===== config.mk =====
export PLATFORM = sky130hd
export DESIGN_NAME = ccl2_mem
export DESIGN_NICKNAME = d
export VERILOG_FILES = /design/src/sv/ccl2_pkg.sv /design/src/sv/ccl2_mem.sv
export SDC_FILE = /design/constraint.sdc
export NUM_CORES = 2
export LEC_CHECK = 0
export BUFFER_PORTS_ARGS = -buffer_cell sky130_fd_sc_hd__buf_2
export CAP_MARGIN = 20
export CORE_MARGIN = 3
export CORE_UTILIZATION = 57
export DETAILED_ROUTE_END_ITERATION = 7
export HOLD_SLACK_MARGIN = 0.08
export PLACE_DENSITY = 0.86
export SLEW_MARGIN = 0
export SYNTH_ARGS = -nofsm -noshare
export SYNTH_HDL_FRONTEND = slang
export SYNTH_SLANG_ARGS = --single-unit
export TNS_END_PERCENT = 10

===== constraint.sdc =====
create_clock -name clk -period 4.11 [get_ports clk]
set_clock_uncertainty 0.15 [all_clocks]
set_input_delay 0.6165 -clock clk [delete_from_list [all_inputs] [get_ports clk]]
set_output_delay 0.6165 -clock clk [all_outputs]
set_load 0.005 [all_outputs]

===== src/sv/ccl2_pkg.sv =====
package ccl2_pkg;

  localparam int SAMPLE_W   = 16;
  localparam int CNT_W      = 7;
  localparam int EPS_W      = 16;
  localparam int SQ_W       = 37;
  localparam int DOT_W      = 38;
  localparam int S_W        = 38;
  localparam int ROOT_W     = 32;
  localparam int NUM_W      = 64;
  localparam int QUO_W      = 32;
  localparam int VAL_W      = 34;
  localparam int PROD_W     = SAMPLE_W + QUO_W;
  localparam int SQRT_SHIFT = NUM_W - S_W;
  localparam int DIV_SHIFT  = 25;
  localparam int CFG_IDX_W  = 2;
  localparam int CFG_DATA_W = 16;

  localparam logic [CFG_IDX_W-1:0] REG_MODE  = 2'd0;
  localparam logic [CFG_IDX_W-1:0] REG_COUNT = 2'd1;
  localparam logic [CFG_IDX_W-1:0] REG_EPS   = 2'd2;

  localparam logic MODE_FWD = 1'b0;
  localparam logic MODE_BWD = 1'b1;

  localparam logic [CNT_W-1:0] COUNT_RESET = 7'd64;
  localparam logic [EPS_W-1:0] EPS_RESET   = 16'd1678;

  localparam logic signed [VAL_W-1:0] SAT_HI = VAL_W'((1 << (SAMPLE_W - 1)) - 1);
  localparam logic signed [VAL_W-1:0] SAT_LO = VAL_W'(-(1 << (SAMPLE_W - 1)));

  typedef struct packed {
    logic signed [SAMPLE_W-1:0] sample_in;
    logic signed [SAMPLE_W-1:0] grad_in;
  } in_item_t;

  typedef struct packed {
    logic signed [SAMPLE_W-1:0] value_out;
    logic                       is_last;
    logic                       saturated;
  } out_item_t;

  typedef struct packed {
    logic                    valid;
    logic [CFG_IDX_W-1:0]    index;
    logic [CFG_DATA_W-1:0]   data;
  } cfg_req_t;

  typedef struct packed {
    logic                    bank;
    logic [CNT_W-1:0]        count;
    logic                    mode;
    logic [S_W-1:0]          s;
    logic signed [DOT_W-1:0] dot;
  } job_t;

  typedef struct packed {
    logic       push;
    logic       pop;
    logic [1:0] used;
  } jobq_stat_t;

  typedef struct packed {
    logic             start;
    logic [NUM_W-1:0] num;
    logic [S_W-1:0]   den;
  } div_req_t;

  typedef enum logic [3:0] {
    ST_IDLE,
    ST_SQRT,
    ST_PDIV,
    ST_PWAIT,
    ST_RD,
    ST_LOAD,
    ST_AWAIT,
    ST_MUL,
    ST_BDIV,
    ST_BWAIT,
    ST_EMIT
  } back_state_t;

endpackage


===== src/sv/ccl2_mem.sv =====
module ccl2_mem #(
  parameter int ADDR_W = 7
) (
  input  logic                 clk,
  input  logic                 we,
  input  logic [ADDR_W-1:0]    waddr,
  input  ccl2_pkg::in_item_t   wdata,
  input  logic [ADDR_W-1:0]    raddr,
  output ccl2_pkg::in_item_t   rdata
);
  import ccl2_pkg::*;

  in_item_t mem [0:(1 << ADDR_W)-1];

  always_ff @(posedge clk) begin
    if (we) begin
      mem[waddr] <= wdata;
    end
    rdata <= mem[raddr];
  end

endmodule


==> flow_metrics.env <==
export IMPL_synth_area_per_cell_um2=26.1
export IMPL_worst_path_max_delay_cell="mux4_2"
export IMPL_p_total_mw=88.8
export IMPL_hold_path_class="in2reg"
export IMPL_worst_slew_margin_rel_pct=16.1
export IMPL_cp_slowest_stage_delay_ns=0.75
export IMPL_path_clk_slew_ns=0.08
export IMPL_clock_sinks=4128
export IMPL_syn_area_um2=156000
export IMPL_cts_root_buf="clkbuf_16"
export IMPL_fillers=14700
export IMPL_grt_pass1_wl_um=702000
export IMPL_rsz0062_at_grt="no"
export IMPL_start_util_pct=57.5
export IMPL_clock_path_buffers=4
export IMPL_ant_nets=0
export IMPL_post_route_period_util_pct=79.4
export IMPL_setup_violations_final=0
export IMPL_cts_buffers=381
export IMPL_route_detailed_drc=0
export IMPL_fin_nets=6601
export IMPL_arrival_ns=3.94
export IMPL_synthCells=5990
export IMPL_fp_row_count=191
export IMPL_placed_area_um2=165000
export IMPL_worstPathCellList="buf_12 > buf_12 > buf_12 > buf_4 > mux4_2 > mux4_2 > mux4_2 > mux2_2"
export IMPL_port_buffers=79
export IMPL_synth_distinct_cells=17
export IMPL_ys_warn_count=0
export IMPL_area_growth_pct=14.3
export IMPL_crit_type="in2reg"
export IMPL_grt_antenna_before_repair=113
export IMPL_start_kind="input pin"
export IMPL_htree_levels=5
export IMPL_hold_viol=0
export IMPL_drt_wl_total_um=525000
export IMPL_gp_congestion=0.847
export IMPL_endpoint_kind="flop"
export IMPL_overflow=0
export IMPL_ctsHoldBuffers=3
export IMPL_layout_drive_gt1_share_pct=36.9
export IMPL_p_leak_nw=54.9
export IMPL_status="complete, no violations"
export IMPL_grt_max_degree=129
export IMPL_wl_per_cell_um=50.0
export IMPL_maxCapViolCount=0
export IMPL_ys_ff_latch=4128
export IMPL_worst_slew_pin_slew_ns=1.26
export IMPL_die_w_um=530
export IMPL_io_pins=80
export IMPL_stdcell_area_um2=179000
export IMPL_drt_iter0_markers=18300
export IMPL_grt_usage_pct=37.1
export IMPL_yosysSeqAreaShare_pct=79.1
export IMPL_layout_common_cells="edfxtp_1, mux4_2, clkbuf_16"
export IMPL_cts_tree="built"
export IMPL_path_max_fanout=24
export IMPL_critPathBufInv=4
export IMPL_finalMaxSlewViolations=0
export IMPL_peakVddDrop_mv=0.384
export IMPL_via_per_inst=7.85
export IMPL_grt_pass1_vias=79600
export IMPL_whs_ns=0.107
export IMPL_die_height_um=530
export IMPL_cts_resized=0
export IMPL_core_area_um2=272000
export IMPL_cp_top_family="multiplexers"
export IMPL_cts_setup_buffers=0
export IMPL_fmax_mhz=306
export IMPL_layout_commonest_cell="edfxtp_1"
export IMPL_synth_nets=6038
export IMPL_crit_required_ns=4.78
export IMPL_dp_hpwl_um=254000
export IMPL_drtPass1Iterations=8
export IMPL_num_vias=82300
export IMPL_fin_crit_ns=3.26
export IMPL_setup_tns_ns=0
export IMPL_die_area_um2=280000
export IMPL_powerDensity_nw_per_um2=497
export IMPL_insertion_delay_ns=0.95
-- Yosys cell counts, drive strengths merged --
library cell / n / area, µm²
edfxtp: 4096 / 123000
clkbuf: 182 / 683
buf: 134 / 628
nand3: 12 / 60.1
nand2: 14 / 52.6
mux2: 32 / 360
nand2b: 2 / 12.5
nor2b: 7 / 43.8
mux4: 1344 / 30300
nor3: 9 / 45.0
dfxtp: 32 / 641
or3: 1 / 6.26
nor2: 122 / 458
nand4: 3 / 18.8
-- metal layers --
layer | GRT usage, % | up-vias | wire length (µm)
met5 | 0 | - | 730
met4 | 24.2 | 86 | 47000
li1 | - | 27600 | -
met3 | 12.7 | 2551 | 86600
met2 | 57.4 | 10600 | 246000
met1 | 44.9 | 41500 | 145000
-- final timing paths --
kind              slack [ns]     endpoint   startpoint  depth (start not counted)
setup / recovery        0.85    rdata[15]     raddr[0]                          8
hold / removal          0.11  mem[65][24]    wdata[24]                          1
setup reg to reg        0.98    rdata[13]  mem[88][13]                          4
hold reg to reg         1.06    rdata[25]  mem[43][25]                          4
-- area by class of cell --
cell class	instances	area (µm²)	share of cell area (%)
Clock inverter	229	2300	1.29
Clock buffer	458	9950	5.57
Sequential cell	4128	124000	69.2
Timing Repair Buffer	496	5760	3.22
Multi-Input combinational cell	1546	32300	18.1
Tap cell	3570	4470	2.50
Antenna cell	68	170	0.0953
-- through the flow --
stage	std cells	utilization (%)	worst slack, ns
CTS	10400	65.4	0.992
floorplan	5990	-	0.105
global placement	9703	60.9	0.161
finish	10500	65.7	0.845
detailed placement	9703	60.9	0.0964
global route	10500	65.7	0.825
-- where the power goes --
| part | total (mW) | internal (mW) | switching [mW] |
|---|---|---|---|
| Sequential | 46.7 | 46.5 | 0.236 |
| Combinational | 5.15 | 1.90 | 3.25 |
| Clock | 36.9 | 20.0 | 16.9 |
| Total | 88.8 | 68.4 | 20.4 |
-- state kept, by name (all words and copies together), names as in the netlist --
signal  flops
rdata      32
mem      4096
-- kinds of logic after synthesis --
logic type             share of synthesized area [%]
DFF                                             79.1
muxes                                           19.6
buffers and inverters                          0.839
and+or+nand+nor                                0.446
Power figures use the tool's default switching activity.
