**config.mk**
```make
export PLATFORM = sky130hd
export DESIGN_NAME = ccl2_front
export DESIGN_NICKNAME = d
export VERILOG_FILES = /design/src/sv/ccl2_pkg.sv /design/src/sv/ccl2_front.sv
export SDC_FILE = /design/constraint.sdc
export NUM_CORES = 2
export LEC_CHECK = 0
export BUFFER_PORTS_ARGS = -buffer_cell sky130_fd_sc_hd__buf_2
export CORE_MARGIN = 2
export CORE_UTILIZATION = 35
export CTS_CLUSTER_SIZE = 40
export DETAILED_ROUTE_END_ITERATION = 8
export SETUP_SLACK_MARGIN = 0.3
export SKIP_CTS_REPAIR_TIMING = 1
export SKIP_LAST_GASP = 1
export SLEW_MARGIN = 40
export SYNTH_ARGS = -nofsm -noshare
export SYNTH_HDL_FRONTEND = slang
export SYNTH_SLANG_ARGS = --single-unit
```
**constraint.sdc**
```tcl
create_clock -name clk -period 11.1 [get_ports clk]
set_input_delay 2.22 -clock clk [delete_from_list [all_inputs] [get_ports clk]]
set_output_delay 2.22 -clock clk [all_outputs]
set_load 0.05 [all_outputs]
```
**src/sv/ccl2_pkg.sv**
```systemverilog
package ccl2_pkg;

  localparam int SAMPLE_W   = 16;
  localparam int CNT_W      = 7;
  localparam int EPS_W      = 16;
  localparam int SQ_W       = 37;
  localparam int DOT_W      = 38;
  localparam int S_W        = 38;
  localparam int ROOT_W     = 32;
  localparam int NUM_W      = 64;
  localparam int QUO_W      = 32;
  localparam int VAL_W      = 34;
  localparam int PROD_W     = SAMPLE_W + QUO_W;
  localparam int SQRT_SHIFT = NUM_W - S_W;
  localparam int DIV_SHIFT  = 25;
  localparam int CFG_IDX_W  = 2;
  localparam int CFG_DATA_W = 16;

  localparam logic [CFG_IDX_W-1:0] REG_MODE  = 2'd0;
  localparam logic [CFG_IDX_W-1:0] REG_COUNT = 2'd1;
  localparam logic [CFG_IDX_W-1:0] REG_EPS   = 2'd2;

  localparam logic MODE_FWD = 1'b0;
  localparam logic MODE_BWD = 1'b1;

  localparam logic [CNT_W-1:0] COUNT_RESET = 7'd64;
  localparam logic [EPS_W-1:0] EPS_RESET   = 16'd1678;

  localparam logic signed [VAL_W-1:0] SAT_HI = VAL_W'((1 << (SAMPLE_W - 1)) - 1);
  localparam logic signed [VAL_W-1:0] SAT_LO = VAL_W'(-(1 << (SAMPLE_W - 1)));

  typedef struct packed {
    logic signed [SAMPLE_W-1:0] sample_in;
    logic signed [SAMPLE_W-1:0] grad_in;
  } in_item_t;

  typedef struct packed {
    logic signed [SAMPLE_W-1:0] value_out;
    logic                       is_last;
    logic                       saturated;
  } out_item_t;

  typedef struct packed {
    logic                    valid;
    logic [CFG_IDX_W-1:0]    index;
    logic [CFG_DATA_W-1:0]   data;
  } cfg_req_t;

  typedef struct packed {
    logic                    bank;
    logic [CNT_W-1:0]        count;
    logic                    mode;
    logic [S_W-1:0]          s;
    logic signed [DOT_W-1:0] dot;
  } job_t;

  typedef struct packed {
    logic       push;
    logic       pop;
    logic [1:0] used;
  } jobq_stat_t;

  typedef struct packed {
    logic             start;
    logic [NUM_W-1:0] num;
    logic [S_W-1:0]   den;
  } div_req_t;

  typedef enum logic [3:0] {
    ST_IDLE,
    ST_SQRT,
    ST_PDIV,
    ST_PWAIT,
    ST_RD,
    ST_LOAD,
    ST_AWAIT,
    ST_MUL,
    ST_BDIV,
    ST_BWAIT,
    ST_EMIT
  } back_state_t;

endpackage

```
**src/sv/ccl2_front.sv**
```systemverilog
module ccl2_front #(
  parameter int MAX_CHANNELS = 64,
  parameter int IDX_W        = 6
) (
  input  logic                   clk,
  input  logic                   rst,
  input  ccl2_pkg::cfg_req_t     cfg,
  input  logic                   push,
  input  ccl2_pkg::in_item_t     item,
  output logic                   full,
  output logic                   mem_we,
  output logic [IDX_W:0]         mem_waddr,
  output ccl2_pkg::in_item_t     mem_wdata,
  output ccl2_pkg::job_t         job,
  output logic                   job_valid,
  input  logic                   job_pop,
  output ccl2_pkg::jobq_stat_t   stat
);
  import ccl2_pkg::*;

  logic                        mode;
  logic [CNT_W-1:0]            count;
  logic [EPS_W-1:0]            eps;
  logic [CNT_W-1:0]            cnt_act;
  logic [IDX_W-1:0]            idx;
  logic                        bank;
  logic                        accept;
  logic                        last;
  logic signed [2*SAMPLE_W-1:0] sq_w;
  logic signed [2*SAMPLE_W-1:0] pr_w;

  logic                        st_valid;
  logic                        st_last;
  logic [2*SAMPLE_W-1:0]       st_sq;
  logic signed [2*SAMPLE_W-1:0] st_pr;
  logic                        st_mode;
  logic [EPS_W-1:0]            st_eps;
  logic [CNT_W-1:0]            st_cnt;
  logic                        st_bank;

  logic [SQ_W-1:0]             sumsq;
  logic signed [DOT_W-1:0]     dot;
  logic [SQ_W-1:0]             sumsq_next;
  logic signed [DOT_W-1:0]     dot_next;

  job_t                        jq [2];
  logic                        wr_ptr;
  logic                        rd_ptr;
  logic [1:0]                  used;
  logic                        jq_push;

  always_ff @(posedge clk) begin
    if (rst) begin
      mode  <= MODE_FWD;
      count <= COUNT_RESET;
      eps   <= EPS_RESET;
    end else if (cfg.valid) begin
      case (cfg.index)
        REG_MODE:  mode  <= cfg.data[0];
        REG_COUNT: count <= cfg.data[CNT_W-1:0];
        REG_EPS:   eps   <= cfg.data[EPS_W-1:0];
        default: ;
      endcase
    end
  end

  always_comb begin
    if (count == '0) begin
      cnt_act = CNT_W'(1);
    end else if (count > CNT_W'(MAX_CHANNELS)) begin
      cnt_act = CNT_W'(MAX_CHANNELS);
    end else begin
      cnt_act = count;
    end
  end

  assign jq_push = st_valid && st_last;
  assign full    = (used == 2'd2) || ((used == 2'd1) && jq_push);
  assign accept  = push && !full;
  assign last    = (CNT_W'(idx) + CNT_W'(1)) >= cnt_act;
  assign sq_w    = item.sample_in * item.sample_in;
  assign pr_w    = item.sample_in * item.grad_in;

  assign mem_we    = accept;
  assign mem_waddr = {bank, idx};
  assign mem_wdata = item;

  always_ff @(posedge clk) begin
    if (rst) begin
      idx      <= '0;
      bank     <= 1'b0;
      st_valid <= 1'b0;
    end else begin
      st_valid <= accept;
      if (accept) begin
        if (last) begin
          idx  <= '0;
          bank <= !bank;
        end else begin
          idx <= idx + IDX_W'(1);
        end
      end
    end
  end

  always_ff @(posedge clk) begin
    if (accept) begin
      st_last <= last;
      st_sq   <= sq_w;
      st_pr   <= pr_w;
      st_mode <= mode;
      st_eps  <= eps;
      st_cnt  <= cnt_act;
      st_bank <= bank;
    end
  end

  assign sumsq_next = sumsq + SQ_W'(st_sq);
  assign dot_next   = dot + DOT_W'(st_pr);

  always_ff @(posedge clk) begin
    if (rst) begin
      sumsq <= '0;
      dot   <= '0;
    end else if (st_valid) begin
      if (st_last) begin
        sumsq <= '0;
        dot   <= '0;
      end else begin
        sumsq <= sumsq_next;
        dot   <= dot_next;
      end
    end
  end

  always_ff @(posedge clk) begin
    if (rst) begin
      wr_ptr <= 1'b0;
      rd_ptr <= 1'b0;
      used   <= 2'd0;
    end else begin
      if (jq_push) begin
        wr_ptr <= !wr_ptr;
      end
      if (job_pop) begin
        rd_ptr <= !rd_ptr;
      end
      if (jq_push && !job_pop) begin
        used <= used + 2'd1;
      end else if (!jq_push && job_pop) begin
        used <= used - 2'd1;
      end
    end
  end

  always_ff @(posedge clk) begin
    if (jq_push) begin
      jq[wr_ptr] <= '{bank:  st_bank,
                      count: st_cnt,
                      mode:  st_mode,
                      s:     S_W'(sumsq_next) + S_W'(st_eps),
                      dot:   dot_next};
    end
  end

  assign job       = jq[rd_ptr];
  assign job_valid = used != 2'd0;
  assign stat      = '{push: jq_push, pop: job_pop, used: used};

endmodule

```
==> results by group <==
CTS
  • CTS buffer count: 42
  • Maximum buffer depth of the clock tree: 3
  • CTS tree: yes
  • H-tree depth: 2
  • CTS Root Cell: clkbuf_16
  • Clock Latency Late Sink: 0.58 ns
  • Clock sinks: 371
  • Clock slew at reported path FFs: 0.06 ns

Floorplanning
  • Num rows: 119
  • Core area: 0.105 mm^2
  • Initial Util: 0.352
  • Die W: 329 um
  • I/O pin count: 186
  • DIE AREA: 0.108 mm^2
  • Die Y-Extent: 329 um

Setup path
  • Crit path from: item[28]
  • Reg2reg start: st_sq[2]$_DFFE_PP_
  • Critical Path RT: 11.40 ns
  • CP Class: in2reg
  • Crit start category: primary input
  • Critical Path Fanout Max: 29
  • Crit. End Element: flip-flop
  • Crit path DAT: 9.15 ns

Routing
  • Detailed-route DRC error count: 0
  • Routed vias: 24,947
  • DR vias/cell: 4.82
  • Drt pass-1 iters: 5
  • Antenna viol nets, final: 0
  • Iteration-0 DRC Markers: 1,322
  • Avg WL per Cell: 15.8 um
  • Routed wire length: 81,700 um

Placed design
  • # port buffers: 185
  • GP Congestion: 0.841
  • Post-detail-place hpwl: 64,600 um

Global routing
  • Vias in the first global route: 25,755
  • First-pass GRT wire length: 135,000 um
  • M1 GR Usage: 0.222
  • Grt total ovfl: 0
  • Initial antenna violation count: 5
  • GRT Total Usage: 0.155
  • GR met3 Demand/Resource: 0.0224
  • Met2 GRT Util: 0.251
  • Grt peak-use layer: met2
  • Largest net degree at the start of global routing: 65

Cells and area
  • Post-layout net count: 4,571
  • Layout area overhead: 9.80%
  • Fillers: 10,537
  • Share of cells above drive strength 1: 0.111

STA
  • Fin. Hold Viols: 0
  • Fmax: 113 MHz
  • Worst-Margin Slew: 0.826 ns
  • # setup viols final: 0
  • Clock Skew: 0.0211 ns
  • RSZ-0062 raised after global routing: false
  • Slew HR: 0.450
  • Final worst-path cycle share: 0.797
  • Slew Limit Fails: 0
  • Final worst path period need: 8.85 ns
  • Final setup TNS: 0 ns

Logic synthesis
  • Synth Area per Inst: 10.1 um^2
  • Synth Cell Area: 0.0370 mm^2
  • Yosys top cell by area: fa_1
  • Post-synthesis sequential area ratio: 0.271
  • Main flop type after synthesis: edfxtp_1
  • Netlist cell types: 91
  • Post-synth EDFFs: 259
  • Synthesis Warnings: 0
  • Dominant cells by area after synthesis: fa_1 (27%), edfxtp_1 (21%), ha_1 (9.1%)
  • Most frequent cell after synthesis: inv_1
  • Gate Count Post-Synth: 3,656
  • Asr flop ratio synth: 0
  • Synth top area share: 0.269
  • Seq cells post-synth: 371
  • Post-synth top cells: inv_1 (638), fa_1 (498), nand2_1 (311), ha_1 (270), edfxtp_1 (259)
  • Syn_nets: 4,479

Min path
  • Worst hold path class: reg2reg
  • HP Start: eps[7]$_SDFFE_PP1P_

Run
  • Max-cap violations: 0

Status
  • Outcome: complete, no violations
==> stage by stage <==
stage	util	setup slack, ns	hold WS, ns	instance area (um^2)	instances
2_1_floorplan	-	2.53	0.408	37000	3656
3_3_place_gp	0.372	1.81	0.412	39100	5094
3_5_place_dp	0.372	1.70	0.415	39100	5094
4_1_cts	0.387	2.32	0.430	40600	5172
5_1_grt	0.387	1.85	0.441	40700	5173
6_report	0.387	2.25	0.433	40700	5174
==> area by class of cell <==
type | count | area, um^2 | area share
multi-input cells | 2489 | 23900 | 0.588
well taps | 1391 | 1740 | 0.0428
diodes | 1 | 2.50 | 0.0000616
inverters | 638 | 2400 | 0.0590
clock inverters | 23 | 308 | 0.00757
repair buffers | 206 | 1100 | 0.0270
flip-flops and latches | 371 | 10000 | 0.247
clock buffers | 55 | 1190 | 0.0293
==> flip-flops by register name (all words and copies together) (netlist names), named ones only <==
signal	count
mode	1
eps	16
st_eps	16
st_cnt	7
st_sq	31
dot	38
st_mode	1
idx	6
bank	1
st_last	1
jq	170
wr_ptr	1
sumsq	37
st_bank	1
st_valid	1
count	7
rd_ptr	1
st_pr	32
used	2
==> critical path, stage by stage <==
cell	delay [ns]
buf_2	0.50
inv_1	0.31
nor2_1	0.25
inv_1	0.08
fa_1	0.48
inv_1	0.06
fa_1	0.53
inv_1	0.05
fa_1	0.48
inv_1	0.05
fa_1	0.45
fa_1	0.50
inv_1	0.05
fa_1	0.47
inv_1	0.04
ha_1	0.33
a21o_1	0.20
a21o_1	0.18
a221o_1	0.35
a21o_1	0.21
o21ai_0	0.17
a21oi_1	0.08
o41ai_1	0.61
o2111ai_1	0.21
a21oi_1	0.20
xnor2_1	0.10
==> logic make-up (layout without fill, tap and decap cells) <==
group / count (synthesis) / count (layout) / synth area share
compound gates: 474 / 474 / 0.0811
xor+xnor: 186 / 186 / 0.0455
fa+ha+maj: 768 / 768 / 0.361
buf+inv: 796 / 922 / 0.0847
flops: 371 / 371 / 0.271
mux: 93 / 93 / 0.0280
other cells: 0 / 1 / 0
simple gates: 968 / 968 / 0.130
==> final timing paths <==
path	to	slack, ns	cells after the start
hold / removal	st_eps[7]$_DFFE_PP_	0.43	0
setup reg to reg	jq[0][72]$_DFFE_PP_	5.94	19
hold reg to reg	st_eps[7]$_DFFE_PP_	0.43	0
setup / recovery	st_sq[31]$_DFFE_PP_	2.25	26
==> cells in the final DEF (no fill, tap or decap), types with 7 or more instances in the layout <==
| cell | n |
|---|---|
| nand2b_1 | 33 |
| buf_2 | 184 |
| nor3b_1 | 9 |
| and3_1 | 21 |
| a211oi_1 | 13 |
| clkbuf_16 | 43 |
| or3_1 | 9 |
| xnor2_1 | 135 |
| nand3b_1 | 14 |
| nor2b_1 | 75 |
| ha_1 | 270 |
| and2_1 | 170 |
| nor2_1 | 199 |
| dfxtp_1 | 110 |
| fa_1 | 498 |
| clkbuf_8 | 7 |
| o21bai_1 | 18 |
| nand2_1 | 311 |
| inv_1 | 637 |
| nand3_1 | 42 |
| a31oi_1 | 7 |
| nor3_1 | 35 |
| xor2_1 | 45 |
| o21a_1 | 17 |
| a31o_2 | 12 |
| mux2_2 | 85 |
| edfxtp_1 | 259 |
| a21oi_1 | 193 |
| o211ai_1 | 7 |
| o21ai_0 | 82 |
| mux2i_1 | 8 |
| buf_4 | 21 |
| nand4_1 | 12 |
| a21o_1 | 47 |
==> metal layers <==
layer,share of wire,up-vias,wire (um)
li1,-,11912,-
met1,0.48,12496,39200
met2,0.46,457,37600
met3,0.046,80,3760
met4,0.014,2,1180
met5,0.00017,-,14
Power is not shown: default switching activity piles up to over one toggle a cycle in this logic, so the estimate is an artifact.
