<file path="config.mk">
export PLATFORM = sky130hd
export DESIGN_NAME = ccl2_back
export DESIGN_NICKNAME = d
export VERILOG_FILES = /design/src/sv/ccl2_pkg.sv /design/src/sv/ccl2_back.sv
export SDC_FILE = /design/constraint.sdc
export NUM_CORES = 2
export LEC_CHECK = 0
export BUFFER_PORTS_ARGS = -buffer_cell sky130_fd_sc_hd__buf_2
export CELL_PAD_IN_SITES_DETAIL_PLACEMENT = 0
export CELL_PAD_IN_SITES_GLOBAL_PLACEMENT = 1
export CORE_MARGIN = 2
export CORE_UTILIZATION = 52
export CTS_CLUSTER_DIAMETER = 100
export CTS_CLUSTER_SIZE = 16
export DETAILED_ROUTE_END_ITERATION = 8
export PLACE_DENSITY_LB_ADDON = 0.1
export SLEW_MARGIN = 0
export SYNTH_ARGS = -nofsm -noshare
export SYNTH_HDL_FRONTEND = slang
export SYNTH_SLANG_ARGS = --single-unit
</file>
<file path="constraint.sdc">
create_clock -name clk -period 23.8 [get_ports clk]
set_input_delay 2.38 -clock clk [delete_from_list [all_inputs] [get_ports clk]]
set_output_delay 2.38 -clock clk [all_outputs]
set_load 0.03 [all_outputs]
</file>
<file path="src/sv/ccl2_pkg.sv">
package ccl2_pkg;

  localparam int SAMPLE_W   = 16;
  localparam int CNT_W      = 7;
  localparam int EPS_W      = 16;
  localparam int SQ_W       = 37;
  localparam int DOT_W      = 38;
  localparam int S_W        = 38;
  localparam int ROOT_W     = 32;
  localparam int NUM_W      = 64;
  localparam int QUO_W      = 32;
  localparam int VAL_W      = 34;
  localparam int PROD_W     = SAMPLE_W + QUO_W;
  localparam int SQRT_SHIFT = NUM_W - S_W;
  localparam int DIV_SHIFT  = 25;
  localparam int CFG_IDX_W  = 2;
  localparam int CFG_DATA_W = 16;

  localparam logic [CFG_IDX_W-1:0] REG_MODE  = 2'd0;
  localparam logic [CFG_IDX_W-1:0] REG_COUNT = 2'd1;
  localparam logic [CFG_IDX_W-1:0] REG_EPS   = 2'd2;

  localparam logic MODE_FWD = 1'b0;
  localparam logic MODE_BWD = 1'b1;

  localparam logic [CNT_W-1:0] COUNT_RESET = 7'd64;
  localparam logic [EPS_W-1:0] EPS_RESET   = 16'd1678;

  localparam logic signed [VAL_W-1:0] SAT_HI = VAL_W'((1 << (SAMPLE_W - 1)) - 1);
  localparam logic signed [VAL_W-1:0] SAT_LO = VAL_W'(-(1 << (SAMPLE_W - 1)));

  typedef struct packed {
    logic signed [SAMPLE_W-1:0] sample_in;
    logic signed [SAMPLE_W-1:0] grad_in;
  } in_item_t;

  typedef struct packed {
    logic signed [SAMPLE_W-1:0] value_out;
    logic                       is_last;
    logic                       saturated;
  } out_item_t;

  typedef struct packed {
    logic                    valid;
    logic [CFG_IDX_W-1:0]    index;
    logic [CFG_DATA_W-1:0]   data;
  } cfg_req_t;

  typedef struct packed {
    logic                    bank;
    logic [CNT_W-1:0]        count;
    logic                    mode;
    logic [S_W-1:0]          s;
    logic signed [DOT_W-1:0] dot;
  } job_t;

  typedef struct packed {
    logic       push;
    logic       pop;
    logic [1:0] used;
  } jobq_stat_t;

  typedef struct packed {
    logic             start;
    logic [NUM_W-1:0] num;
    logic [S_W-1:0]   den;
  } div_req_t;

  typedef enum logic [3:0] {
    ST_IDLE,
    ST_SQRT,
    ST_PDIV,
    ST_PWAIT,
    ST_RD,
    ST_LOAD,
    ST_AWAIT,
    ST_MUL,
    ST_BDIV,
    ST_BWAIT,
    ST_EMIT
  } back_state_t;

endpackage

</file>
<file path="src/sv/ccl2_back.sv">
module ccl2_back #(
  parameter int IDX_W = 6
) (
  input  logic                       clk,
  input  logic                       rst,
  input  ccl2_pkg::job_t             job,
  input  logic                       job_valid,
  output logic                       job_pop,
  output logic [IDX_W:0]             rd_addr,
  input  ccl2_pkg::in_item_t         rd_data,
  output ccl2_pkg::div_req_t         div_req,
  input  logic                       div_done,
  input  logic [ccl2_pkg::QUO_W-1:0] div_quo,
  input  logic                       pop,
  output logic                       empty,
  output ccl2_pkg::out_item_t        result
);
  import ccl2_pkg::*;

  back_state_t             state;
  back_state_t             state_next;
  logic [CNT_W-1:0]        k;
  logic                    k_last;
  logic [ROOT_W-1:0]       root;
  logic [ROOT_W+2:0]       rem;
  logic [ROOT_W+2:0]       rem_sh;
  logic [ROOT_W+2:0]       trial;
  logic                    sq_take;
  logic [NUM_W-1:0]        vsh;
  logic [4:0]              iter;
  logic [QUO_W-1:0]        p_mag;
  logic                    p_neg;
  logic [SAMPLE_W-1:0]     x_mag;
  logic                    x_neg;
  logic                    src_neg;
  logic signed [VAL_W-1:0] acc;
  logic [PROD_W-1:0]       prod;
  logic                    out_valid;
  logic                    load;
  logic [DOT_W-1:0]        dot_mag;
  logic signed [SAMPLE_W-1:0] src;
  logic [SAMPLE_W-1:0]     src_mag;
  logic [SAMPLE_W-1:0]     smp_mag;
  logic signed [VAL_W-1:0] quo_s;
  logic                    sat_hi;
  logic                    sat_lo;

  assign k_last  = (k + CNT_W'(1)) == job.count;
  assign rem_sh  = {rem[ROOT_W:0], vsh[NUM_W-1:NUM_W-2]};
  assign trial   = (ROOT_W+3)'({root, 2'b01});
  assign sq_take = rem_sh >= trial;
  assign dot_mag = job.dot[DOT_W-1] ? DOT_W'(-job.dot) : DOT_W'(job.dot);
  assign src     = (job.mode == MODE_BWD) ? rd_data.grad_in : rd_data.sample_in;
  assign src_mag = src[SAMPLE_W-1] ? SAMPLE_W'(-src) : SAMPLE_W'(src);
  assign smp_mag = rd_data.sample_in[SAMPLE_W-1] ? SAMPLE_W'(-rd_data.sample_in)
                                                  : SAMPLE_W'(rd_data.sample_in);
  assign quo_s   = $signed(VAL_W'(div_quo));
  assign sat_hi  = acc > SAT_HI;
  assign sat_lo  = acc < SAT_LO;

  always_ff @(posedge clk) begin
    if (rst) begin
      state <= ST_IDLE;
    end else begin
      state <= state_next;
    end
  end

  always_comb begin
    state_next = state;
    job_pop    = 1'b0;
    load       = 1'b0;
    div_req    = '0;
    rd_addr    = {job.bank, k[IDX_W-1:0]};
    case (state)
      ST_IDLE: begin
        if (job_valid) begin
          state_next = ST_SQRT;
        end
      end
      ST_SQRT: begin
        if (iter == '0) begin
          state_next = (job.mode == MODE_BWD) ? ST_PDIV : ST_RD;
        end
      end
      ST_PDIV: begin
        div_req.start = 1'b1;
        div_req.num   = NUM_W'({dot_mag, {DIV_SHIFT{1'b0}}}) + NUM_W'(root >> 1);
        div_req.den   = S_W'(root);
        state_next    = ST_PWAIT;
      end
      ST_PWAIT: begin
        if (div_done) begin
          state_next = ST_RD;
        end
      end
      ST_RD: begin
        state_next = ST_LOAD;
      end
      ST_LOAD: begin
        div_req.start = 1'b1;
        div_req.num   = NUM_W'({src_mag, {DIV_SHIFT{1'b0}}}) + NUM_W'(root >> 1);
        div_req.den   = S_W'(root);
        state_next    = ST_AWAIT;
      end
      ST_AWAIT: begin
        if (div_done) begin
          state_next = (job.mode == MODE_BWD) ? ST_MUL : ST_EMIT;
        end
      end
      ST_MUL: begin
        state_next = ST_BDIV;
      end
      ST_BDIV: begin
        div_req.start = 1'b1;
        div_req.num   = NUM_W'(prod) + NUM_W'(job.s >> 1);
        div_req.den   = job.s;
        state_next    = ST_BWAIT;
      end
      ST_BWAIT: begin
        if (div_done) begin
          state_next = ST_EMIT;
        end
      end
      ST_EMIT: begin
        if (!out_valid || pop) begin
          load = 1'b1;
          if (k_last) begin
            job_pop    = 1'b1;
            state_next = ST_IDLE;
          end else begin
            state_next = ST_RD;
          end
        end
      end
      default: state_next = ST_IDLE;
    endcase
  end

  always_ff @(posedge clk) begin
    case (state)
      ST_IDLE: begin
        root <= '0;
        rem  <= '0;
        vsh  <= {job.s, {SQRT_SHIFT{1'b0}}};
        iter <= 5'd31;
        k    <= '0;
      end
      ST_SQRT: begin
        rem  <= sq_take ? rem_sh - trial : rem_sh;
        root <= {root[ROOT_W-2:0], sq_take};
        vsh  <= {vsh[NUM_W-3:0], 2'b00};
        iter <= iter - 5'd1;
      end
      ST_PWAIT: begin
        if (div_done) begin
          p_mag <= div_quo;
          p_neg <= job.dot[DOT_W-1];
        end
      end
      ST_LOAD: begin
        x_mag   <= smp_mag;
        x_neg   <= rd_data.sample_in[SAMPLE_W-1];
        src_neg <= src[SAMPLE_W-1];
      end
      ST_AWAIT: begin
        if (div_done) begin
          acc <= src_neg ? -quo_s : quo_s;
        end
      end
      ST_MUL: begin
        prod <= x_mag * p_mag;
      end
      ST_BWAIT: begin
        if (div_done) begin
          acc <= (x_neg ^ p_neg) ? acc + quo_s : acc - quo_s;
        end
      end
      ST_EMIT: begin
        if (load) begin
          k <= k + CNT_W'(1);
        end
      end
      default: ;
    endcase
  end

  always_ff @(posedge clk) begin
    if (rst) begin
      out_valid <= 1'b0;
    end else if (load) begin
      out_valid <= 1'b1;
    end else if (pop) begin
      out_valid <= 1'b0;
    end
  end

  always_ff @(posedge clk) begin
    if (load) begin
      result.is_last   <= k_last;
      result.saturated <= sat_hi || sat_lo;
      if (sat_hi) begin
        result.value_out <= SAT_HI[SAMPLE_W-1:0];
      end else if (sat_lo) begin
        result.value_out <= SAT_LO[SAMPLE_W-1:0];
      end else begin
        result.value_out <= acc[SAMPLE_W-1:0];
      end
    end
  end

  assign empty = !out_valid;

endmodule

</file>
==> impl_metrics.yaml <==
status:
  outcome: "complete, no violations"
synth:
  ys_warn_count: 0
  synth_area_leaders: "fa_1 (23%), edfxtp_1 (21%), ha_1 (8.1%), nand2_1 (7.4%), inv_1 (5.7%)"
  synth.cell_area_sq_um: 37200
  synth_top_family_by_area: "adder cells"
  synth.most_common_cell: "nand2_1"
  synth_top_area_cell: "fa_1"
  syn_area_per_cell_sq_um: 8.74
  synth_cell_types: 91
  synthesis.nets: 5071
  synth_compound_area_share_pct: 12.0
  synth-edff-count: 266
  synth_flop_cell: "edfxtp_1"
  yosysSeqAreaShare_pct: 21.8
  synth.area.mux_share_pct: 1.09
  synth_fa_ha_area_share_pct: 30.9
  syn_inst: 4253
  synth-seq-cells: 271
  synth_commonest_cells: "nand2_1 (730), inv_1 (568), fa_1 (422)"
  async_flop_share_pct: 0
  synth_xor_area_share_pct: 7.65
  synth_simple_gate_area_share_pct: 18.8
  synth_top_area_share_pct: 22.7
setup_path:
  cp_top_family: "compound AO/OA/AOI/OAI gates"
  path_class: "input pin to primary output"
  r2r_cells: 21
  cp_data_arrival_time_ps: 6450
  critPathMaxFanout: 31
  path_depth: 17
  worstPathRequired_ps: 21420
  slowest_delay_ps: 550
  end_kind: "primary output"
  start_kind: "input pin"
  critPathBufInv: 3
  crit_chain: "buf_2, inv_1, a21boi_0, ha_1, nor2_1, a21oi_1, ha_1, a21o_1, a21oi_1, o21ai_0, and3_1, o21ai_0, a21oi_1, xnor2_1, a32oi_1, o21ai_0, buf_2"
  crit_slowest_cell: "buf_2"
min_path:
  hp-class: "flop to flop"
  whs_path_depth: 2
drt:
  final_antenna_net_count: 0
  drt_iter0_markers: 2421
  routedWlPerCell_um: 21.4
  vias_per_cell: 5.73
  vias: 30800
  drt_wl_total_um: 115000
  drcViolationCount: 0
  firstDrtPassIters: 6
floorplanning:
  die_area_sq_um: 73600
  num_io_pins: 284
  die_w_um: 271
  initial_core_util_pct: 52.3
  row_count: 98
  coreArea_sq_um: 71100
  dieHeight_um: 271
power_and_ir_drop:
  power_density_nw_per_um2: 155
  p_leak_nw: 18.4
  peakVddDrop_uv: 236
  power.total_mw: 6.21
place:
  dp_hpwl_um: 88700
  place_congestion: 0.949
  portBuffers: 280
  place_inst: 5341
clocking:
  postCtsHoldBufs: 0
  insertion_delay_ps: 570
  cts_tree: "yes"
  htreeDepth: 1
  numClockSinks: 271
  cts_resized: 0
  cts_buffers: 21
  clock-root-buffer: "clkbuf_16"
  clockBufferDepth: 3
  cts.clk_slew.worst_paths_ps: 70
  post_cts_buffers: 0
final_layout:
  syn_to_final_growth_pct: 7.82
  ff_latch_area_sq_um: 8090
  drive_gt1_share_pct: 8.98
  fin_cells: 5383
  final_core_util_pct: 56.4
  nFillCells: 6731
  multi_input_area_sq_um: 26300
  layout.nets: 5232
global_route:
  grt_max_degree: 64
  overflow: 0
  grt_usage_pct: 31.2
  antenna_found_initial: 32
  grt_pass1_vias: 30500
  grt_pass1_wl_um: 177000
sta:
  fin_crit_sh_pct: 37.1
  holdWs_ps: 510
  hold_viol: 0
  skew_ps: 28.5
  rsz0062_at_grt: "no"
  min_period_ps: 8830
  worstMarginPinSlew_ps: 1150
  max_freq_ghz: 0.113
  drv_slew: 0
  maxSlewHeadroom_pct: 22.8
  setup_tns_ps: 0
  finalSetupViolations: 0
job:
  cap_viol_max_count: 0
[area by class of cell]
type / instances / area share, %
antenna: 11 / 0.0687
clock buffer: 28 / 1.38
clock inverter: 3 / 0.137
inverter: 570 / 5.34
multi-input combinational: 3221 / 65.5
sequential: 271 / 20.2
tap: 950 / 2.97
timing repair buffer: 329 / 4.41
[registers in the layout, summed over array words and instances, names as in the netlist]
signal	cells
k	7
result	18
x_mag	16
p_mag	32
out_valid	1
acc	34
rem	33
vsh	38
iter	5
root	32
src_neg	1
x_neg	1
p_neg	1
state	4
prod	48
[metrics by stage]
| stage | instance area [sq um] | worst slack (ps) |
|---|---|---|
| detailed placement | 39400 | 15140 |
| floorplan | 37200 | 15050 |
| global route | 40100 | 14670 |
| finish | 40100 | 14970 |
| global placement | 39400 | 15150 |
| CTS | 40000 | 15120 |
[cell usage in the layout (no fill, tap or decap), types with 67 or more instances in the layout]
| cell | instances |
|---|---|
| xnor2_1 | 208 |
| buf_2 | 280 |
| nand2_1 | 729 |
| a21o_1 | 74 |
| a21oi_1 | 174 |
| nor2_1 | 199 |
| inv_1 | 568 |
| o21ai_0 | 176 |
| and2_1 | 223 |
| nand3_1 | 67 |
| edfxtp_1 | 266 |
| xor2_1 | 114 |
| fa_1 | 422 |
| ha_1 | 242 |
[worst paths after layout]
| path | startpoint | end | slack, ps |
|---|---|---|---|
| worst min-delay path | vsh[39]$_DFFE_PP_ | vsh[41]$_DFFE_PP_ | 510 |
| worst max-delay path | job[76] | div_req[72] | 14970 |
| worst min register to register | vsh[39]$_DFFE_PP_ | vsh[41]$_DFFE_PP_ | 510 |
| worst max register to register | p_mag[8]$_DFFE_PP_ | prod[42]$_DFFE_PN_ | 16010 |
[power by group]
group / switching [mW] / internal (mW) / total [mW]
sequential: 0.0737 / 0.866 / 0.940
combinational: 2.96 / 1.95 / 4.91
clock: 0.184 / 0.174 / 0.358
[layer usage]
metal  GRT usage, %  share of wire, %
met4           9.15               3.2
met3           7.32               8.7
met1           41.2                41
met5              0              0.16
met2           51.1                47
[worst min-delay path: stages (launching register included)]
cell	delay (ps)
edfxtp_1	320
nand2_1	40
nand2_1	40
[cell families after synthesis]
group | Yosys count
simple gates | 1498
mux | 40
flops | 271
xor+xnor | 324
other cells | 1
buf+inv | 761
fa+ha+maj | 664
compound gates | 694
(Power assumes the default switching activity.)
