### config.mk
export PLATFORM = sky130hd
export DESIGN_NAME = ccl2_div
export DESIGN_NICKNAME = d
export VERILOG_FILES = /design/src/sv/ccl2_pkg.sv /design/src/sv/ccl2_div.sv
export SDC_FILE = /design/constraint.sdc
export NUM_CORES = 1
export LEC_CHECK = 0
export BUFFER_PORTS_ARGS = -buffer_cell sky130_fd_sc_hd__clkbuf_2
export CORE_UTILIZATION = 57
export CTS_CLUSTER_DIAMETER = 100
export DETAILED_ROUTE_END_ITERATION = 8
export GPL_TIMING_DRIVEN = 0
export PLACE_DENSITY = 0.81
export SYNTH_ARGS = -nofsm -noshare
export SYNTH_HDL_FRONTEND = slang
export SYNTH_SLANG_ARGS = --single-unit
### constraint.sdc
create_clock -name clk -period 3.25 [get_ports clk]
set_input_delay 0.325 -clock clk [delete_from_list [all_inputs] [get_ports clk]]
set_output_delay 0.325 -clock clk [all_outputs]
set_load 0.02 [all_outputs]
### src/sv/ccl2_pkg.sv
package ccl2_pkg;

  localparam int SAMPLE_W   = 16;
  localparam int CNT_W      = 7;
  localparam int EPS_W      = 16;
  localparam int SQ_W       = 37;
  localparam int DOT_W      = 38;
  localparam int S_W        = 38;
  localparam int ROOT_W     = 32;
  localparam int NUM_W      = 64;
  localparam int QUO_W      = 32;
  localparam int VAL_W      = 34;
  localparam int PROD_W     = SAMPLE_W + QUO_W;
  localparam int SQRT_SHIFT = NUM_W - S_W;
  localparam int DIV_SHIFT  = 25;
  localparam int CFG_IDX_W  = 2;
  localparam int CFG_DATA_W = 16;

  localparam logic [CFG_IDX_W-1:0] REG_MODE  = 2'd0;
  localparam logic [CFG_IDX_W-1:0] REG_COUNT = 2'd1;
  localparam logic [CFG_IDX_W-1:0] REG_EPS   = 2'd2;

  localparam logic MODE_FWD = 1'b0;
  localparam logic MODE_BWD = 1'b1;

  localparam logic [CNT_W-1:0] COUNT_RESET = 7'd64;
  localparam logic [EPS_W-1:0] EPS_RESET   = 16'd1678;

  localparam logic signed [VAL_W-1:0] SAT_HI = VAL_W'((1 << (SAMPLE_W - 1)) - 1);
  localparam logic signed [VAL_W-1:0] SAT_LO = VAL_W'(-(1 << (SAMPLE_W - 1)));

  typedef struct packed {
    logic signed [SAMPLE_W-1:0] sample_in;
    logic signed [SAMPLE_W-1:0] grad_in;
  } in_item_t;

  typedef struct packed {
    logic signed [SAMPLE_W-1:0] value_out;
    logic                       is_last;
    logic                       saturated;
  } out_item_t;

  typedef struct packed {
    logic                    valid;
    logic [CFG_IDX_W-1:0]    index;
    logic [CFG_DATA_W-1:0]   data;
  } cfg_req_t;

  typedef struct packed {
    logic                    bank;
    logic [CNT_W-1:0]        count;
    logic                    mode;
    logic [S_W-1:0]          s;
    logic signed [DOT_W-1:0] dot;
  } job_t;

  typedef struct packed {
    logic       push;
    logic       pop;
    logic [1:0] used;
  } jobq_stat_t;

  typedef struct packed {
    logic             start;
    logic [NUM_W-1:0] num;
    logic [S_W-1:0]   den;
  } div_req_t;

  typedef enum logic [3:0] {
    ST_IDLE,
    ST_SQRT,
    ST_PDIV,
    ST_PWAIT,
    ST_RD,
    ST_LOAD,
    ST_AWAIT,
    ST_MUL,
    ST_BDIV,
    ST_BWAIT,
    ST_EMIT
  } back_state_t;

endpackage

### src/sv/ccl2_div.sv
module ccl2_div (
  input  logic                      clk,
  input  logic                      rst,
  input  ccl2_pkg::div_req_t        req,
  output logic                      busy,
  output logic                      done,
  output logic [ccl2_pkg::QUO_W-1:0] quo
);
  import ccl2_pkg::*;

  localparam int STEP_W = $clog2(QUO_W + 1);

  logic [S_W:0]       rem;
  logic [S_W:0]       rem_sh;
  logic [S_W:0]       rem_next;
  logic [S_W-1:0]     den;
  logic [QUO_W-1:0]   num_lo;
  logic [QUO_W-1:0]   q;
  logic [STEP_W-1:0]  steps;
  logic               zero;
  logic               take;

  always_comb begin
    rem_sh   = {rem[S_W-1:0], num_lo[QUO_W-1]};
    take     = rem_sh >= {1'b0, den};
    rem_next = take ? rem_sh - {1'b0, den} : rem_sh;
  end

  always_ff @(posedge clk) begin
    if (rst) begin
      busy  <= 1'b0;
      done  <= 1'b0;
      steps <= '0;
    end else begin
      done <= 1'b0;
      if (req.start) begin
        busy  <= 1'b1;
        steps <= STEP_W'(QUO_W);
      end else if (busy) begin
        steps <= steps - STEP_W'(1);
        if (steps == STEP_W'(1)) begin
          busy <= 1'b0;
          done <= 1'b1;
        end
      end
    end
  end

  always_ff @(posedge clk) begin
    if (req.start) begin
      rem    <= (S_W+1)'(req.num[NUM_W-1:QUO_W]);
      num_lo <= req.num[QUO_W-1:0];
      den    <= req.den;
      zero   <= req.den == '0;
      q      <= '0;
    end else if (busy) begin
      rem    <= rem_next;
      num_lo <= {num_lo[QUO_W-2:0], 1'b0};
      q      <= {q[QUO_W-2:0], take};
    end
  end

  assign quo = zero ? '0 : q;

endmodule

==> impl_metrics.json, run 1 <==
{
  "root_buffer": "clkbuf_16",
  "syn_area_per_cell_um2": 10.1,
  "cts_buffers": 17,
  "crit_arrival_ps": 3330,
  "cts_hold_buf": 0,
  "crit_start": "rem[5]",
  "h-tree-depth": 4,
  "synthArstFlopShare": 0,
  "synth_top_area_share": 0.365,
  "dr_total_vias": 6833,
  "avgRoutedWirePerCell_um": 17.6,
  "instances_no_fill": 1194,
  "grt_pass1_wl_mm": 33.2,
  "crit_fanout": 5,
  "grt_use_met3": 0.0668,
  "syn_area_mm2": 0.00847,
  "ir_drop_v": 0.000413,
  "grt_use_total": 0.287,
  "portBuffers": 138,
  "outcome": "complete, no violations",
  "clk_latency_ps": 420,
  "synth_cells": 839,
  "yosys-top-cells-area": "edfxtp_1 37%, dfxtp_1 11%, mux2_2 6.8%, ha_1 5.9%, a21oi_1 4.5%",
  "dp_hpwl_mm": 15.1,
  "finalClockSkew_ps": 8.13,
  "reg2reg_slack_ps": 190,
  "gp_congestion": 0.932,
  "hp-class": "in -> reg",
  "drc": 0,
  "ant_nets": 0,
  "coreArea_mm2": 0.0145,
  "clk_pin_slew_worst_paths_ps": 60,
  "worstSetupEndpointType": "register",
  "timing.hold.ws_ps": 92.0,
  "r2r-end": "rem[29]",
  "timing.rr.start": "rem[5]",
  "diodes": 0,
  "use_met1": 0.353,
  "layout.nets": 1143,
  "firstDrtPassIters": 5,
  "synth_top_flop_cell": "edfxtp_1",
  "dp.cells": 1161,
  "fin_crit_sh": 0.941,
  "via_per_inst": 5.72,
  "cts_tree": "built",
  "finalWirelength_mm": 21.0,
  "synth-seq-cells": 149,
  "critPathKind": "reg -> reg",
  "hold_viol": 0,
  "min_path_cells": 1,
  "maxCapViolations": 0,
  "min_to": "den[12]",
  "relSlewSlack": 0.507,
  "synth-edff-count": 103,
  "die_h_um": 124,
  "overflow": 0,
  "grt_max_degree": 41,
  "period_minus_slack_ps": 3060,
  "worstPathRequired_ps": 3520,
  "num_rows": 44,
  "p_total_uw": 5850,
  "synth_top_cell_by_area": "edfxtp_1",
  "worstMarginPinSlew_ps": 732,
  "ys_types": 61,
  "antenna_found_initial": 0,
  "cts_sinks": 149,
  "setup_violations": 0,
  "die_area_mm2": 0.0153,
  "worstRegToRegCells": 10,
  "ioPinCount": 139,
  "use_met2": 0.475,
  "maxSlewViolCount": 0,
  "crit_path_start_kind": "register",
  "die_width_um": 124,
  "post_route_cells_drive_above_1_share": 0.247,
  "drt_iter0_drc": 434,
  "grt_pass1_vias": 6806,
  "clock.fmax_ghz": 0.327,
  "areaGrowthSynthToFinish_pct": 18.3,
  "ys_top_cells_by_count": "103 x edfxtp_1, 94 x nor2_1, 76 x a21oi_1",
  "start_util": 0.582,
  "power.static_leakage_uw": 0.00426,
  "hold_start": "req[12]",
  "synth_most_common_cell": "edfxtp_1",
  "yosysWarnings": 0,
  "clk_path_buf_depth": 2,
  "powerDensity_mw_per_mm2": 584,
  "busiest_layer": "met2",
  "seq_area_frac_synth": 0.474,
  "synth_nets": 985
}
[how the worst max path moves through the flow]
stage                             to  depth (start not counted)
after floorplan              rem[30]                         10
after global placement       rem[18]                          5
after detailed placement  num_lo[18]                          5
after CTS                    rem[30]                         10
after global routing         rem[33]                         10
final                        rem[29]                         10
[where the power goes]
part	switching [uW]	internal [uW]
Combinational	1000	699
Sequential	87.9	2250
Clock	738	1070
Total	1830	4020
[through the flow]
step	setup slack (ps)	TNS (ps)	instance area, um2	util
final	192	0	10000	0.689
after global routing	-9.76	-15.9	10000	0.689
after CTS	7.87	0	9940	0.684
after detailed placement	-961	-68440	9390	0.646
after global placement	-1330	-89000	9390	0.646
after floorplan	428	0	8470	-
[registers in the layout, summed over array words and instances, names as in the netlist]
register  count
busy          1
q            32
steps         6
done          1
zero          1
rem          38
num_lo       32
den          38
[repair_timing]
action | CTS | global route
gates cloned | 1 | 0
pin swaps | 1 | 1
setup buffers | 0 | 1
setup endpoints to repair | 65 | 69
resized for setup | 3 | 24
[cell usage in the layout (no fill, tap or decap), drive strengths merged, types with 3 or more instances in the layout]
cell type / Yosys / routed
a211oi: 6 / 6
a21o: 10 / 10
a21oi: 77 / 77
a31oi: 6 / 6
and2: 3 / 3
and3: 10 / 10
buf: 16 / 15
clkbuf: 24 / 191
clkinv: 1 / 4
dfxtp: 46 / 46
edfxtp: 103 / 103
ha: 40 / 40
inv: 53 / 54
mux2: 52 / 52
mux2i: 33 / 33
nand2: 52 / 52
nand2b: 7 / 7
nand3: 6 / 6
nand4: 11 / 11
nor2: 94 / 94
nor2b: 40 / 40
nor3: 14 / 14
nor3b: 4 / 4
nor4: 15 / 15
nor4b: 3 / 3
o211ai: 4 / 4
o21a: 5 / 5
o21ai: 31 / 31
o21bai: 7 / 7
o31ai: 7 / 7
or2: 3 / 4
xnor2: 17 / 17
xor2: 15 / 15
[layer usage]
layer	wire length, um	share of wire
met5	0	0
met4	805	0.038
met3	1440	0.068
met1	8800	0.42
met2	9930	0.47
[cell families (layout without fill, tap and decap cells)]
group | count (synthesis) | after routing | synth area share
buf+inv | 94 | 264 | 0.0435
xor+xnor | 32 | 32 | 0.0331
mux | 85 | 85 | 0.108
flops | 149 | 149 | 0.474
compound gates | 169 | 169 | 0.121
fa+ha+maj | 41 | 41 | 0.0615
simple gates | 269 | 270 | 0.159
[worst max-delay path, cell delays in order, from the launching register on]
cell and delay, ps:
edfxtp_1 400, ha_1 380, a21oi_1 220, nand2_1 70, o21a_1 230, o21ba_2 270, o41ai_2 470, nand3_2 230
and3_1 240, o31a_1 280, o21ai_1 120
[cell type report]
| cell class | instances | area (um2) |
|---|---|---|
| fill | 1159 | 4520 |
| multi-input combinational | 597 | 4150 |
| sequential | 149 | 4010 |
| timing repair buffer | 139 | 701 |
| clock buffer | 28 | 512 |
| tap | 184 | 230 |
| inverter | 54 | 203 |
| buffer | 39 | 175 |
| clock inverter | 4 | 25.0 |
Power figures use the tool's default switching activity.
==> inputs of run 2 (changes only) <==
CORE_UTILIZATION = 59   (was 57)
CTS_BUF_LIST = sky130_fd_sc_hd__clkbuf_8   (was default)
PLACE_DENSITY = 0.83   (was 0.81)
==> run 2 against run 1 <==
Net effect: critical path depth stayed put; hold slack worse by 39 ps; largest cell class unchanged; routed wire length is 2.5% lower; register-to-register slack worse by 70 ps; clock skew is 4.0 ps higher; largest power group unchanged.
==> impl_metrics.json, run 2 (same netlist as run 1, synthesis figures left out) <==
{
  "powerDensity_mw_per_mm2": 545,
  "grt_pass1_wl_mm": 32.6,
  "cts_tree": "built",
  "maxSlewViolCount": 0,
  "post_cts_buffers": 0,
  "maxCapViolations": 0,
  "ioPinCount": 139,
  "crit_path_start_kind": "register",
  "grt_max_degree": 41,
  "cp-endpoint": "rem[30]",
  "areaGrowthSynthToFinish_pct": 15.8,
  "layout.nets": 1140,
  "dr_total_vias": 6825,
  "fin_crit_sh": 0.964,
  "firstDrtPassIters": 5,
  "reg2reg_slack_ps": 120,
  "gp_congestion": 0.941,
  "drc": 0,
  "post_route_cells_drive_above_1_share": 0.247,
  "p_total_uw": 5340,
  "period_minus_slack_ps": 3130,
  "r2r-end": "rem[30]",
  "num_rows": 43,
  "outcome": "complete, no violations",
  "reg_top3": "den: 38 flops, rem: 38 flops",
  "critPathKind": "reg -> reg",
  "worstRegToRegCells": 10,
  "die_area_mm2": 0.0148,
  "start_util": 0.608,
  "finalWirelength_mm": 20.5,
  "cts_sinks": 149,
  "finalClockSkew_ps": 12.1,
  "relSlewSlack": 0.439,
  "drt_iter0_drc": 387,
  "hold_viol": 0,
  "coreArea_mm2": 0.0139,
  "clock.fmax_ghz": 0.319,
  "dp_slack_ps": -867,
  "hp-class": "in -> reg",
  "final_area_mm2": 0.00980,
  "fin_util": 0.703,
  "clk_pin_slew_worst_paths_ps": 80,
  "final_common_cell": "clkbuf_2",
  "power.static_leakage_uw": 0.00418,
  "cts_hold_buf": 0,
  "clk_path_buf_depth": 2,
  "clk_latency_ps": 460,
  "grt_use_total": 0.291,
  "crit_start": "den[0]",
  "antenna_found_initial": 0,
  "fillers": 1080,
  "grt_pass1_vias": 6771,
  "fin_ws_ps": 118,
  "root_buffer": "clkbuf_8",
  "ir_drop_v": 0.000344,
  "cts_buffers": 17,
  "overflow": 0,
  "avgRoutedWirePerCell_um": 17.2,
  "worstMarginPinSlew_ps": 842,
  "placed_area_mm2": 0.00938,
  "crit_fanout": 3,
  "die_width_um": 122,
  "final_cell_mix": "139 x clkbuf_2, 103 x edfxtp_1, 93 x nor2_1",
  "die_h_um": 122,
  "crit_arrival_ps": 3340,
  "worstSetupEndpointType": "register",
  "portBuffers": 138,
  "ant_nets": 0,
  "via_per_inst": 5.75,
  "dp_hpwl_mm": 14.8,
  "setup_violations": 0,
  "worstPathRequired_ps": 3460,
  "diodes": 0,
  "h-tree-depth": 4,
  "timing.rr.start": "den[0]"
}
## run 2: cell count changes in the layout (fill, tap and decap cells not counted), sizes merged
cell	before	now
buf	15	13
bufinv	0	1
clkinv	4	6
inv	54	60
clkbuf	191	181
## run 2: report_power, final
part	leakage, uW	switching, uW	internal (uW)
sequential	0.00140	86.9	2240
combinational	0.00258	1010	694
clock	0.000205	683	629
total	0.00418	1780	3570
## run 2: area by class of cell
type	count	area, um2	area share
timing repair buffer	138	693	0.0707
clock inverter	13	91.3	0.00932
buffer	37	165	0.0169
multi-input combinational	597	4150	0.423
clock buffer	19	262	0.0267
sequential	149	4010	0.410
tap	180	225	0.0230
inverter	54	203	0.0207
## run 2: routing by layer
layer | global-route usage | wire length, um | share of wire
met1 | 0.356 | 8720 | 0.43
met2 | 0.467 | 9410 | 0.46
met3 | 0.0890 | 1540 | 0.075
met4 | 0.142 | 781 | 0.038
met5 | 0 | 0 | 0
## run 2: metrics by stage
stage	hold WS, ps	TNS (ps)	cells
CTS	36.6	0	1190
global route	30.8	-2.32	1187
finish	52.8	0	1187
floorplan	397	0	839
detailed placement	489	-60320	1157
global placement	477	-87560	1157
## run 2: timing repair
item	CTS	global route
endpoints found under the setup margin	65	35
gates resized for setup	3	18
cloned	1	0
pin swaps	1	2
## run 2: critical path, stage by stage, from the launching register on
cell	delay (ps)
edfxtp_1	390
ha_1	240
fa_1	440
o31ai_2	350
o221ai_1	240
a21oi_2	330
a21oi_2	130
o31ai_2	290
a221o_1	230
nand4b_1	100
nor3b_1	150
## run 2: worst min-delay path by stage
stage                     startpoint  endpoint  slack, ps  cells past startpoint
after floorplan                  rst      busy        400                      1
after global placement      steps[0]  steps[0]        480                      2
after detailed placement    steps[0]  steps[0]        490                      2
after CTS                     req[9]    den[9]         40                      1
after global routing         req[24]   den[24]         30                      1
final                        req[36]   den[36]         50                      1
